## config.mk

```make
export PLATFORM = sky130hd
export DESIGN_NAME = ascii_vision_frame_parser
export DESIGN_NICKNAME = d
export VERILOG_FILES = /design/src/rtl/core/avfp_pkg.sv /design/src/rtl/core/ascii_vision_frame_parser.sv
export SDC_FILE = /design/constraint.sdc
export NUM_CORES = 1
export LEC_CHECK = 0
export ABC_CLOCK_PERIOD_IN_PS = 35000
export BUFFER_PORTS_ARGS = -buffer_cell sky130_fd_sc_hd__buf_4
export CAP_MARGIN = 10
export CORE_MARGIN = 2
export CORE_UTILIZATION = 64
export DETAILED_ROUTE_END_ITERATION = 7
export MAX_ROUTING_LAYER = met4
export PLACE_DENSITY = 0.82
export SLEW_MARGIN = 30
export SYNTH_ARGS = -nofsm -noshare
export SYNTH_HDL_FRONTEND = slang
export SYNTH_SLANG_ARGS = --single-unit
```

## constraint.sdc

```tcl
create_clock -name clk -period 35 [get_ports clk]
set_clock_uncertainty 0.05 [all_clocks]
set_input_delay 10.5 -clock clk [delete_from_list [all_inputs] [get_ports clk]]
set_output_delay 10.5 -clock clk [all_outputs]
set_load 0.005 [all_outputs]
```

## src/rtl/core/avfp_pkg.sv

```systemverilog
// ----------------------------------------------------------------------------
// avfp_pkg
// Shared types and character codes for the ASCII vision frame parser.
// ----------------------------------------------------------------------------
package avfp_pkg;

    // Frame kinds as reported on the result channel
    localparam logic [1:0] KIND_DET = 2'd0;
    localparam logic [1:0] KIND_LOC = 2'd1;
    localparam logic [1:0] KIND_ACK = 2'd2;

    // Characters of the framing grammar
    localparam logic [7:0] CH_V     = 8'h56;  // 'V'
    localparam logic [7:0] CH_HASH  = 8'h23;  // '#'
    localparam logic [7:0] CH_D     = 8'h44;  // 'D'
    localparam logic [7:0] CH_L     = 8'h4C;  // 'L'
    localparam logic [7:0] CH_A     = 8'h41;  // 'A'
    localparam logic [7:0] CH_DOT   = 8'h2E;  // '.'
    localparam logic [7:0] CH_MINUS = 8'h2D;  // '-'
    localparam logic [7:0] CH_COMMA = 8'h2C;  // ','
    localparam logic [7:0] CH_ZERO  = 8'h30;  // '0'
    localparam logic [7:0] CH_ONE   = 8'h31;  // '1'
    localparam logic [7:0] CH_NINE  = 8'h39;  // '9'

    // Parse position inside a frame
    typedef enum logic [3:0] {
        ST_IDLE        = 4'd0,
        ST_TYPE        = 4'd1,
        ST_SEL         = 4'd2,
        ST_ACK_RES     = 4'd3,
        ST_ACK_END     = 4'd4,
        ST_FOUND       = 4'd5,
        ST_FOUND_COMMA = 4'd6,
        ST_NUM_START   = 4'd7,
        ST_NUM_FIRST   = 4'd8,
        ST_NUM_INT     = 4'd9,
        ST_NUM_FRAC    = 4'd10,
        ST_NUM_END     = 4'd11,
        ST_TS          = 4'd12,
        ST_LOC_END     = 4'd13
    } step_t;

endpackage

```

## src/rtl/core/ascii_vision_frame_parser.sv

```systemverilog
// ----------------------------------------------------------------------------
// ascii_vision_frame_parser
// Frames 'V'...'#' ASCII messages from a byte stream and parses detection,
// location and acknowledge frames into one result per good frame.
//
// Input channel (in_valid/in_ready/rx_byte): one character per transfer.
// Result channel (out_valid/out_ready/fields): one transfer per well-formed
// frame, presented in the cycle after the '#' transfer. Malformed, truncated
// and overlength frames give nothing.
// One byte per cycle unless stalled. All parsing is incremental: each byte
// updates the frame state in a single pass (the decimal accumulate is a
// shift-add of the running value), so there is no per-frame processing time.
// Stall: the result sits in the output register; in_ready stays high while
// the register is empty or being drained in the same cycle, so a stalled
// receiver only blocks input once a result is waiting and not taken.
// Reset: parser hunts for 'V', output register empty, held fields zero.
// ----------------------------------------------------------------------------
module ascii_vision_frame_parser
    import avfp_pkg::*;
#(
    parameter int FRAME_BYTES = 64
) (
    input  logic               clk,
    input  logic               rst_n,
    input  logic               in_valid,
    output logic               in_ready,
    input  logic [7:0]         rx_byte,
    output logic               out_valid,
    input  logic               out_ready,
    output logic [1:0]         kind,
    output logic               found,
    output logic signed [31:0] x_tenths,
    output logic signed [31:0] y_tenths,
    output logic signed [31:0] distance_tenths,
    output logic [31:0]        stamp_ms,
    output logic [7:0]         ack_type,
    output logic               ack_result
);

    // Byte count holds up to FRAME_BYTES-1
    localparam int             CNT_W    = $clog2(FRAME_BYTES);
    localparam logic [CNT_W-1:0] CNT_LAST = CNT_W'(FRAME_BYTES - 1);

    // Frame state
    logic             in_frame_reg,  in_frame_next;
    logic [CNT_W-1:0] count_reg,     count_next;
    step_t            step_reg,      step_next;
    logic [1:0]       fkind_reg,     fkind_next;
    logic             frame_bad_reg, frame_bad_next;
    logic             neg_reg,       neg_next;
    logic [31:0]      accum_reg,     accum_next;
    logic [1:0]       vidx_reg,      vidx_next;
    logic [31:0]      held_reg [3];
    logic [31:0]      held_next [3];
    logic             hfound_reg,    hfound_next;
    logic [7:0]       htype_reg,     htype_next;
    logic             hres_reg,      hres_next;

    // Result register
    logic             out_valid_reg, out_valid_next;
    logic [1:0]       kind_reg;
    logic             found_reg;
    logic [31:0]      x_reg, y_reg, dist_reg, stamp_reg;
    logic [7:0]       ack_type_reg;
    logic             ack_res_reg;

    logic        in_fire;
    logic        is_digit;
    logic        step_bad;
    logic        step_done;
    logic        result_hit;
    logic [31:0] accum_dig;
    logic [31:0] value_signed;

    assign in_ready = !out_valid_reg || out_ready;
    assign in_fire  = in_valid && in_ready;
    assign is_digit = (rx_byte >= CH_ZERO) && (rx_byte <= CH_NINE);

    // accum * 10 + digit, wraps at 32 bits
    assign accum_dig    = (accum_reg << 3) + (accum_reg << 1) + {28'd0, rx_byte[3:0]};
    assign value_signed = neg_reg ? (32'd0 - accum_dig) : accum_dig;

    // Next-state logic for the parse
    always_comb
    begin
        in_frame_next  = in_frame_reg;
        count_next     = count_reg;
        step_next      = step_reg;
        fkind_next     = fkind_reg;
        frame_bad_next = frame_bad_reg;
        neg_next       = neg_reg;
        accum_next     = accum_reg;
        vidx_next      = vidx_reg;
        held_next      = held_reg;
        hfound_next    = hfound_reg;
        htype_next     = htype_reg;
        hres_next      = hres_reg;
        step_bad       = 1'b0;
        step_done      = 1'b0;
        result_hit     = 1'b0;

        if (in_fire)
        begin
            if (rx_byte == CH_V)
            begin
                // start or restart a frame
                in_frame_next  = 1'b1;
                count_next     = CNT_W'(1);
                step_next      = ST_TYPE;
                fkind_next     = KIND_DET;
                frame_bad_next = 1'b0;
                neg_next       = 1'b0;
                accum_next     = 32'd0;
                vidx_next      = 2'd0;
            end
            else if (in_frame_reg)
            begin
                if (count_reg >= CNT_LAST)
                begin
                    // overlength: drop and hunt
                    in_frame_next = 1'b0;
                    count_next    = '0;
                end
                else
                begin
                    count_next = count_reg + CNT_W'(1);
                    if (!frame_bad_reg)
                    begin
                        case (step_reg)
                            ST_TYPE:
                            begin
                                htype_next = rx_byte;
                                step_next  = ST_SEL;
                            end
                            ST_SEL:
                            begin
                                if (htype_reg == CH_D && rx_byte == CH_COMMA)
                                begin
                                    fkind_next = KIND_DET;
                                    step_next  = ST_FOUND;
                                end
                                else if (htype_reg == CH_L && rx_byte == CH_COMMA)
                                begin
                                    fkind_next = KIND_LOC;
                                    vidx_next  = 2'd0;
                                    accum_next = 32'd0;
                                    neg_next   = 1'b0;
                                    step_next  = ST_NUM_START;
                                end
                                else if (rx_byte == CH_A)
                                begin
                                    fkind_next = KIND_ACK;
                                    step_next  = ST_ACK_RES;
                                end
                                else
                                begin
                                    step_bad = 1'b1;
                                end
                            end
                            ST_ACK_RES:
                            begin
                                if (rx_byte == CH_ZERO || rx_byte == CH_ONE)
                                begin
                                    hres_next = rx_byte[0];
                                    step_next = ST_ACK_END;
                                end
                                else
                                begin
                                    step_bad = 1'b1;
                                end
                            end
                            ST_ACK_END:
                            begin
                                if (rx_byte == CH_HASH)
                                    step_done = 1'b1;
                                else
                                    step_bad = 1'b1;
                            end
                            ST_FOUND:
                            begin
                                if (rx_byte == CH_ZERO || rx_byte == CH_ONE)
                                begin
                                    hfound_next = rx_byte[0];
                                    step_next   = ST_FOUND_COMMA;
                                end
                                else
                                begin
                                    step_bad = 1'b1;
                                end
                            end
                            ST_FOUND_COMMA:
                            begin
                                if (rx_byte == CH_COMMA)
                                begin
                                    vidx_next  = 2'd0;
                                    accum_next = 32'd0;
                                    neg_next   = 1'b0;
                                    step_next  = ST_NUM_START;
                                end
                                else
                                begin
                                    step_bad = 1'b1;
                                end
                            end
                            ST_NUM_START:
                            begin
                                if (rx_byte == CH_MINUS)
                                begin
                                    neg_next  = 1'b1;
                                    step_next = ST_NUM_FIRST;
                                end
                                else if (is_digit)
                                begin
                                    accum_next = accum_dig;
                                    step_next  = ST_NUM_INT;
                                end
                                else
                                begin
                                    step_bad = 1'b1;
                                end
                            end
                            ST_NUM_FIRST:
                            begin
                                if (is_digit)
                                begin
                                    accum_next = accum_dig;
                                    step_next  = ST_NUM_INT;
                                end
                                else
                                begin
                                    step_bad = 1'b1;
                                end
                            end
                            ST_NUM_INT:
                            begin
                                if (is_digit)
                                    accum_next = accum_dig;
                                else if (rx_byte == CH_DOT)
                                    step_next = ST_NUM_FRAC;
                                else
                                    step_bad = 1'b1;
                            end
                            ST_NUM_FRAC:
                            begin
                                if (is_digit)
                                begin
                                    accum_next = accum_dig;
                                    for (int i = 0; i < 3; i++)
                                    begin
                                        if (vidx_reg == 2'(i))
                                            held_next[i] = value_signed;
                                    end
                                    step_next = ST_NUM_END;
                                end
                                else
                                begin
                                    step_bad = 1'b1;
                                end
                            end
                            ST_NUM_END:
                            begin
                                if (fkind_reg == KIND_LOC)
                                begin
                                    if (rx_byte == CH_COMMA)
                                    begin
                                        accum_next = 32'd0;
                                        step_next  = ST_TS;
                                    end
                                    else
                                    begin
                                        step_bad = 1'b1;
                                    end
                                end
                                else if (vidx_reg < 2'd2 && rx_byte == CH_COMMA)
                                begin
                                    vidx_next  = vidx_reg + 2'd1;
                                    accum_next = 32'd0;
                                    neg_next   = 1'b0;
                                    step_next  = ST_NUM_START;
                                end
                                else if (vidx_reg == 2'd2 && rx_byte == CH_HASH)
                                begin
                                    step_done = 1'b1;
                                end
                                else
                                begin
                                    step_bad = 1'b1;
                                end
                            end
                            ST_TS:
                            begin
                                if (is_digit)
                                    accum_next = accum_dig;
                                else if (rx_byte == CH_COMMA)
                                    step_next = ST_LOC_END;
                                else
                                    step_bad = 1'b1;
                            end
                            ST_LOC_END:
                            begin
                                if (rx_byte == CH_HASH)
                                    step_done = 1'b1;
                                else
                                    step_bad = 1'b1;
                            end
                            default:
                            begin
                                step_bad = 1'b1;
                            end
                        endcase
                    end
                    frame_bad_next = frame_bad_reg | step_bad;

                    if (rx_byte == CH_HASH)
                    begin
                        in_frame_next = 1'b0;
                        count_next    = '0;
                        result_hit    = step_done && !frame_bad_reg;
                    end
                end
            end
        end
    end

    // Result register: held until taken
    always_comb
    begin
        if (result_hit)
            out_valid_next = 1'b1;
        else if (out_ready)
            out_valid_next = 1'b0;
        else
            out_valid_next = out_valid_reg;
    end

    always_ff @(posedge clk or negedge rst_n)
    begin
        if (!rst_n)
        begin
            in_frame_reg  <= 1'b0;
            count_reg     <= '0;
            step_reg      <= ST_IDLE;
            fkind_reg     <= KIND_DET;
            frame_bad_reg <= 1'b0;
            neg_reg       <= 1'b0;
            accum_reg     <= 32'd0;
            vidx_reg      <= 2'd0;
            held_reg      <= '{default: 32'd0};
            hfound_reg    <= 1'b0;
            htype_reg     <= 8'd0;
            hres_reg      <= 1'b0;
            out_valid_reg <= 1'b0;
        end
        else
        begin
            in_frame_reg  <= in_frame_next;
            count_reg     <= count_next;
            step_reg      <= step_next;
            fkind_reg     <= fkind_next;
            frame_bad_reg <= frame_bad_next;
            neg_reg       <= neg_next;
            accum_reg     <= accum_next;
            vidx_reg      <= vidx_next;
            held_reg      <= held_next;
            hfound_reg    <= hfound_next;
            htype_reg     <= htype_next;
            hres_reg      <= hres_next;
            out_valid_reg <= out_valid_next;
        end
    end

    // Payload: on the '#' the held fields are already final
    always_ff @(posedge clk)
    begin
        if (result_hit)
        begin
            kind_reg     <= fkind_reg;
            found_reg    <= (fkind_reg == KIND_DET) ? hfound_reg : 1'b0;
            x_reg        <= (fkind_reg != KIND_ACK) ? held_reg[0] : 32'd0;
            y_reg        <= (fkind_reg == KIND_DET) ? held_reg[1] : 32'd0;
            dist_reg     <= (fkind_reg == KIND_DET) ? held_reg[2] : 32'd0;
            stamp_reg    <= (fkind_reg == KIND_LOC) ? accum_reg : 32'd0;
            ack_type_reg <= (fkind_reg == KIND_ACK) ? htype_reg : 8'd0;
            ack_res_reg  <= (fkind_reg == KIND_ACK) ? hres_reg : 1'b0;
        end
    end

    assign out_valid       = out_valid_reg;
    assign kind            = kind_reg;
    assign found           = found_reg;
    assign x_tenths        = x_reg;
    assign y_tenths        = y_reg;
    assign distance_tenths = dist_reg;
    assign stamp_ms        = stamp_reg;
    assign ack_type        = ack_type_reg;
    assign ack_result      = ack_res_reg;

    // ------------------------------------------------------------------------
    // Assertions
    // ------------------------------------------------------------------------
    a_count_range: assert property (@(posedge clk) disable iff (!rst_n)
        (count_reg <= CNT_LAST) && (in_frame_reg || count_reg == '0))
        else $error("byte count out of range or nonzero while hunting");

    a_v_restart: assert property (@(posedge clk) disable iff (!rst_n)
        (in_fire && rx_byte == CH_V) |=>
            (in_frame_reg && count_reg == CNT_W'(1) && step_reg == ST_TYPE && !frame_bad_reg))
        else $error("'V' did not restart the frame");

    a_result_on_hash: assert property (@(posedge clk) disable iff (!rst_n)
        (in_fire && rx_byte != CH_HASH) |=> !out_valid_reg)
        else $error("result produced by a byte other than '#'");

    a_kind_legal: assert property (@(posedge clk) disable iff (!rst_n)
        out_valid_reg |-> (kind_reg == KIND_DET || kind_reg == KIND_LOC || kind_reg == KIND_ACK))
        else $error("result carries an unused kind code");

    a_ack_fields: assert property (@(posedge clk) disable iff (!rst_n)
        (out_valid_reg && kind_reg == KIND_ACK) |-> (x_reg == 32'd0 && stamp_reg == 32'd0))
        else $error("acknowledge result carries number fields");

endmodule
```

==> flow_summary.ini, run 1 <==
[worst_setup_path]
critPathMaxFanout = 3
required_ps = 24450
endpoint_kind = output pin
startpoint_type = primary input
critPathSlowestCell = buf_4
crit_arrival_ps = 10880
critPathKind = primary input to output pin
worstPathCellList = buf_4 -> inv_1 -> nand2_1 -> buf_4
slowest_delay_ps = 140
crit_top_cell = buf_4

[power]
power.total_mw = 0.753
total_leakage_power_nw = 7.94
vdd_drop_max_mv = 0.0313
powerDensity_nw_per_um2 = 43.8

[clock_network]
ctsHoldBuffers = 0
cts_tree = built
cts_sinks = 296
clk_latency_ps = 550
h-tree-depth = 1
post-cts-setup-buffers = 0
ctsResizeCount = 0
root_buffer = clkbuf_16
cts_buffers = 29
clkTransAtPathRegs_ps = 60
clk_path_buf_depth = 3

[cells_and_area]
syn_to_final_growth_pct = 15.5
largest_reg_flops = 96
num_antenna_cells = 0
final_util_pct = 75.7
fillers = 1522
final_cells = 1740
drive_gt1_share_pct = 22.4
nNetsFinal = 1509
final_area_sq_um = 17200

[logic_synthesis]
netlist_top_cells_area = edfxtp_1 (28%), dfrtp_1 (26%), mux2_2 (5.8%)
synth-edff-count = 140
yosysTopAreaCell = edfxtp_1
synth-seq-area-share_pct = 54.5
ys.flop_type = dfrtp_1
ys_ff_latch = 296
yosysWarnings = 0
ys_types = 84
async_flop_share_pct = 52.7
synth_top_area_share_pct = 28.3
avgSynthCellArea_sq_um = 11.4
syn_area_sq_um = 14900
syn-num-nets = 1377
syn_inst = 1300

[flow_run]
max-cap-violations = 0

[detailed_routing]
initialDrtViolationCount = 714
viasPerCell = 6.13
drc = 0
wl_met2_mm = 16.3
top_layer = met4
wl_met1_mm = 15.6
met3_length_mm = 2.16
dr_total_vias = 10659
ant_nets = 0
wirelength_mm = 34.7
drt-pass1-iter-count = 5
routedWlPerCell_um = 20.0

[placement]
dp.cells = 1686
routabilityCongestion = 0.928
hpwlAfterDp_mm = 23.6
port_buffers = 153
postPlaceCellArea_sq_um = 16200
pre_cts_ws_ps = 13570

[sta]
slew_headroom_pct = 41.3
layout_setup_ws_ps = 13570
fin_tns_setup_ps = 0
post-route-period-util_pct = 61.2
period_needed_ps = 21430
maxSlewViolCount = 0
holdWs_ps = 420
rsz0062_at_grt = no
max_freq_mhz = 46.7
hold_viol = 0
worstMarginPinSlew_ps = 880
setup_violations = 0

[die]
ios = 154
die_h_um = 156
initial_core_util_pct = 65.5
core_area_sq_um = 22700
rows = 55
die_area_sq_um = 24500
die_x_um = 156

[global_route]
grt_usage_pct = 29.4
grt_max_degree = 100
grt_pass1_wl_mm = 55.3
grt_pass1_vias = 10453
overflow = 0
antenna_found_initial = 0

[status]
status = finished, final reports clean

[hold_path]
hp-class = flip-flop to flip-flop
==> routing by layer <==
layer / GRT usage, % / vias up
met3: 4.10 / 60
met1: 41.3 / 5225
met4: 7.08 / 0
li1: - / 4999
met2: 46.0 / 375
met5: - / -
==> worst paths after layout <==
check | start | end | slack (ps) | cells after the start
min reg2reg | hres_reg | hres_reg | 420 | 2
min | hres_reg | hres_reg | 420 | 2
max in group asynchronous | rst_n | neg_reg | 23540 | 2
min in group asynchronous | rst_n | accum_reg[8] | 10000 | 1
max | out_ready | in_ready | 13570 | 4
max reg2reg | accum_reg[0] | held_reg[60] | 30190 | 13
==> cell families (layout without fill, tap and decap cells) <==
group | Yosys count | after routing | synth area share [%]
compound gates | 280 | 280 | 12.7
xor+xnor | 49 | 49 | 2.93
fa+ha+maj | 65 | 65 | 5.57
buf+inv | 88 | 243 | 2.42
flops | 296 | 296 | 54.5
mux | 79 | 79 | 6.05
simple gates | 443 | 443 | 15.9
==> critical path, delay by kind of cell <==
| family | cells | cell delay [ps] |
|---|---|---|
| buf+inv | 3 | 300 |
| simple gates | 1 | 80 |
==> cells in the final DEF, fill, tap and decap left out, types with 16 or more instances in the layout <==
cell | netlist | layout
dfrtp_1 | 156 | 155
nor3_1 | 16 | 16
mux2_2 | 77 | 77
nand3_1 | 20 | 20
and2_1 | 113 | 113
o21ai_0 | 60 | 60
nor2b_1 | 42 | 41
xnor2_1 | 25 | 25
buf_4 | 3 | 162
a21oi_1 | 70 | 70
edfxtp_1 | 140 | 140
xor2_1 | 23 | 23
nor2_1 | 89 | 88
nand2_1 | 89 | 89
o31ai_1 | 18 | 18
inv_1 | 25 | 25
clkbuf_16 | 0 | 29
ha_1 | 63 | 63
==> layout make-up <==
type                       count  area, sq um  share of cell area, %
sequential                   296         8110                   47.2
timing repair buffer         164         1240                   7.22
tap                          285          357                   2.07
multi-input combinational    916         6430                   37.4
clock inverter                 8         81.3                  0.473
clock buffer                  46          880                   5.12
inverter                      25         93.8                  0.546
==> report_power, final <==
group / switching, mW / internal, mW
logic: 0.0404 / 0.0229
clock network: 0.130 / 0.180
registers: 0.0138 / 0.367
total: 0.184 / 0.569
==> cell usage after synthesis (all sizes together) (9+ instances only) <==
library cell and count:
dfrtp 156, nand4 10, nand3 21, o21ai 73, and2 113, nor3 16, inv 25, a22o 15
and3 9, edfxtp 140, nor4 9, o31ai 20, clkbuf 46, xnor2 26, a21o 12, nor2b 42
nor2 91, a211oi 11, buf 17, ha 63, mux2 77, nand2 89, a21oi 73, xor2 23
(Power assumes the default switching activity.)
==> run 2: changes to the inputs <==
--- a/config.mk
+++ b/config.mk
@@ -5,14 +5,14 @@
 export SDC_FILE = /design/constraint.sdc
 export NUM_CORES = 1
 export LEC_CHECK = 0
-export ABC_CLOCK_PERIOD_IN_PS = 35000
+export ABC_CLOCK_PERIOD_IN_PS = 21700
 export BUFFER_PORTS_ARGS = -buffer_cell sky130_fd_sc_hd__buf_4
 export CAP_MARGIN = 10
 export CORE_MARGIN = 2
-export CORE_UTILIZATION = 64
+export CORE_UTILIZATION = 59
 export DETAILED_ROUTE_END_ITERATION = 7
 export MAX_ROUTING_LAYER = met4
-export PLACE_DENSITY = 0.82
+export PLACE_DENSITY = 0.76
 export SLEW_MARGIN = 30
 export SYNTH_ARGS = -nofsm -noshare
 export SYNTH_HDL_FRONTEND = slang
==> constraint.sdc (replaced) <==
create_clock -name clk -period 21.7 [get_ports clk]
set_clock_uncertainty 0.05 [all_clocks]
set_input_delay 6.51 -clock clk [delete_from_list [all_inputs] [get_ports clk]]
set_output_delay 6.51 -clock clk [all_outputs]
set_load 0.005 [all_outputs]
==> run 2 against run 1 <==
Hold slack better by 27 ps; cell count is 2.6% higher; wire length is 1.0% lower; flip-flop and latch count stayed put; via count is 1.1% lower; largest cell class unchanged; largest power group unchanged.
==> flow_summary.ini, run 2 (synthesis results as in run 1) <==
[power]
swShare_pct = 24.2
internal-power_mw = 0.935
total_leakage_power_nw = 7.98
vdd_drop_max_mv = 0.0792
clockPowerShare_pct = 41.8
powerDensity_nw_per_um2 = 71.3
power_switching_mw = 0.299
seqPwrFrac_pct = 49.8
p_comb_share_pct = 8.4

[sta]
worstMarginPinSlew_ps = 820
holdWs_ps = 447
fin_tns_setup_ps = 0
max_freq_mhz = 74.3
post-route-period-util_pct = 62.0
rsz0062_at_grt = no
period_needed_ps = 13460
slew_headroom_pct = 44.8
hold_viol = 0
setup_violations = 0
maxSlewViolCount = 0

[status]
status = finished, final reports clean

[placement]
port_buffers = 153
routabilityCongestion = 0.924
dp.cells = 1732
postPlaceCellArea_sq_um = 16300
hpwlAfterDp_mm = 24.0

[die]
die_h_um = 163
die_area_sq_um = 26500
ios = 154
die_x_um = 163
rows = 58
initial_core_util_pct = 59.6
core_area_sq_um = 25000

[worst_setup_path]
critPathKind = primary input to output pin
critPathMaxFanout = 3
critPathSlowestCell = buf_4
crit_top_cell = buf_4
slowest_delay_ps = 140
startpoint_type = primary input
endpoint_kind = output pin
required_ps = 15140
crit_arrival_ps = 6900
worstPathCellList = buf_4 -> inv_1 -> nand2_1 -> buf_4

[clock_network]
clkTransAtPathRegs_ps = 60
h-tree-depth = 1
clk_path_buf_depth = 3
cts_buffers = 29
ctsResizeCount = 0
ctsHoldBuffers = 0
root_buffer = clkbuf_16
post-cts-setup-buffers = 0
cts_sinks = 296
clk_latency_ps = 550
cts_tree = built

[detailed_routing]
wirelength_mm = 34.4
viasPerCell = 5.90
dr_total_vias = 10540
drt-pass1-iter-count = 5
drc = 0
initialDrtViolationCount = 783
ant_nets = 0
routedWlPerCell_um = 19.3

[cells_and_area]
final_cell_mix = buf_4 (162), dfrtp_1 (155), edfxtp_1 (140)
nNetsFinal = 1510
drive_gt1_share_pct = 22.3
syn_to_final_growth_pct = 16.2
final_common_cell = buf_4
num_antenna_cells = 0
final_util_pct = 69.3
fillers = 1874
largest_reg_flops = 96
final_cells = 1786
final_area_sq_um = 17300

[global_route]
grt_usage_pct = 26.8
grt_pass1_vias = 10116
grt_pass1_wl_mm = 54.5
grt_max_degree = 82
overflow = 0
antenna_found_initial = 0

[flow_run]
max-cap-violations = 0

[hold_path]
hp-class = flip-flop to flip-flop
## run 2: through the flow
| step | total power [mW] | worst slack (ps) |
|---|---|---|
| floorplan | 0.692 | 3040 |
| global placement | 0.723 | 8260 |
| detailed placement | 0.726 | 8230 |
| CTS | 1.24 | 8230 |
| global route | 1.28 | 8210 |
| finish | 1.23 | 8240 |
## run 2: critical path, delay by kind of cell
family | cells | cell delay [ps]
buffers and inverters | 3 | 310
AND/OR/NAND/NOR | 1 | 80
## run 2: final timing paths
| kind | start | slack, ps | end | cells after the start |
|---|---|---|---|---|
| max | out_ready | 8240 | in_ready | 4 |
| min | held_reg[52] | 450 | held_reg[52] | 1 |
| max reg2reg | accum_reg[2] | 16740 | held_reg[28] | 13 |
| min reg2reg | held_reg[52] | 450 | held_reg[52] | 1 |
| max in group asynchronous | rst_n | 14470 | neg_reg | 2 |
| min in group asynchronous | rst_n | 5940 | held_reg[64] | 1 |
## run 2: power by group through the flow
stage	registers, mW	logic, mW	clock network [mW]
after global placement	0.624	0.0990	0
after detailed placement	0.624	0.102	0
after global routing	0.616	0.117	0.547
after floorplan	0.608	0.0840	0
final	0.614	0.104	0.515
after CTS	0.613	0.103	0.522
## run 2: cell type report
type,instances,area [sq um],share of cell area [%]
timing repair buffer,165,1270,7.32
multi-input combinational,916,6440,37.2
sequential,296,8110,46.9
clock buffer,34,744,4.30
tap,330,413,2.39
clock inverter,20,231,1.34
inverter,25,93.8,0.543
## run 2: layer usage
metal | routed length (um) | vias up | track usage (%) | share of wire (%)
met5 | 0 | - | - | 0
met4 | 561 | 0 | 5.83 | 1.6
met3 | 1780 | 44 | 3.11 | 5.2
met2 | 16300 | 309 | 42.2 | 47
met1 | 15800 | 5182 | 38.1 | 46
li1 | - | 5005 | - | -
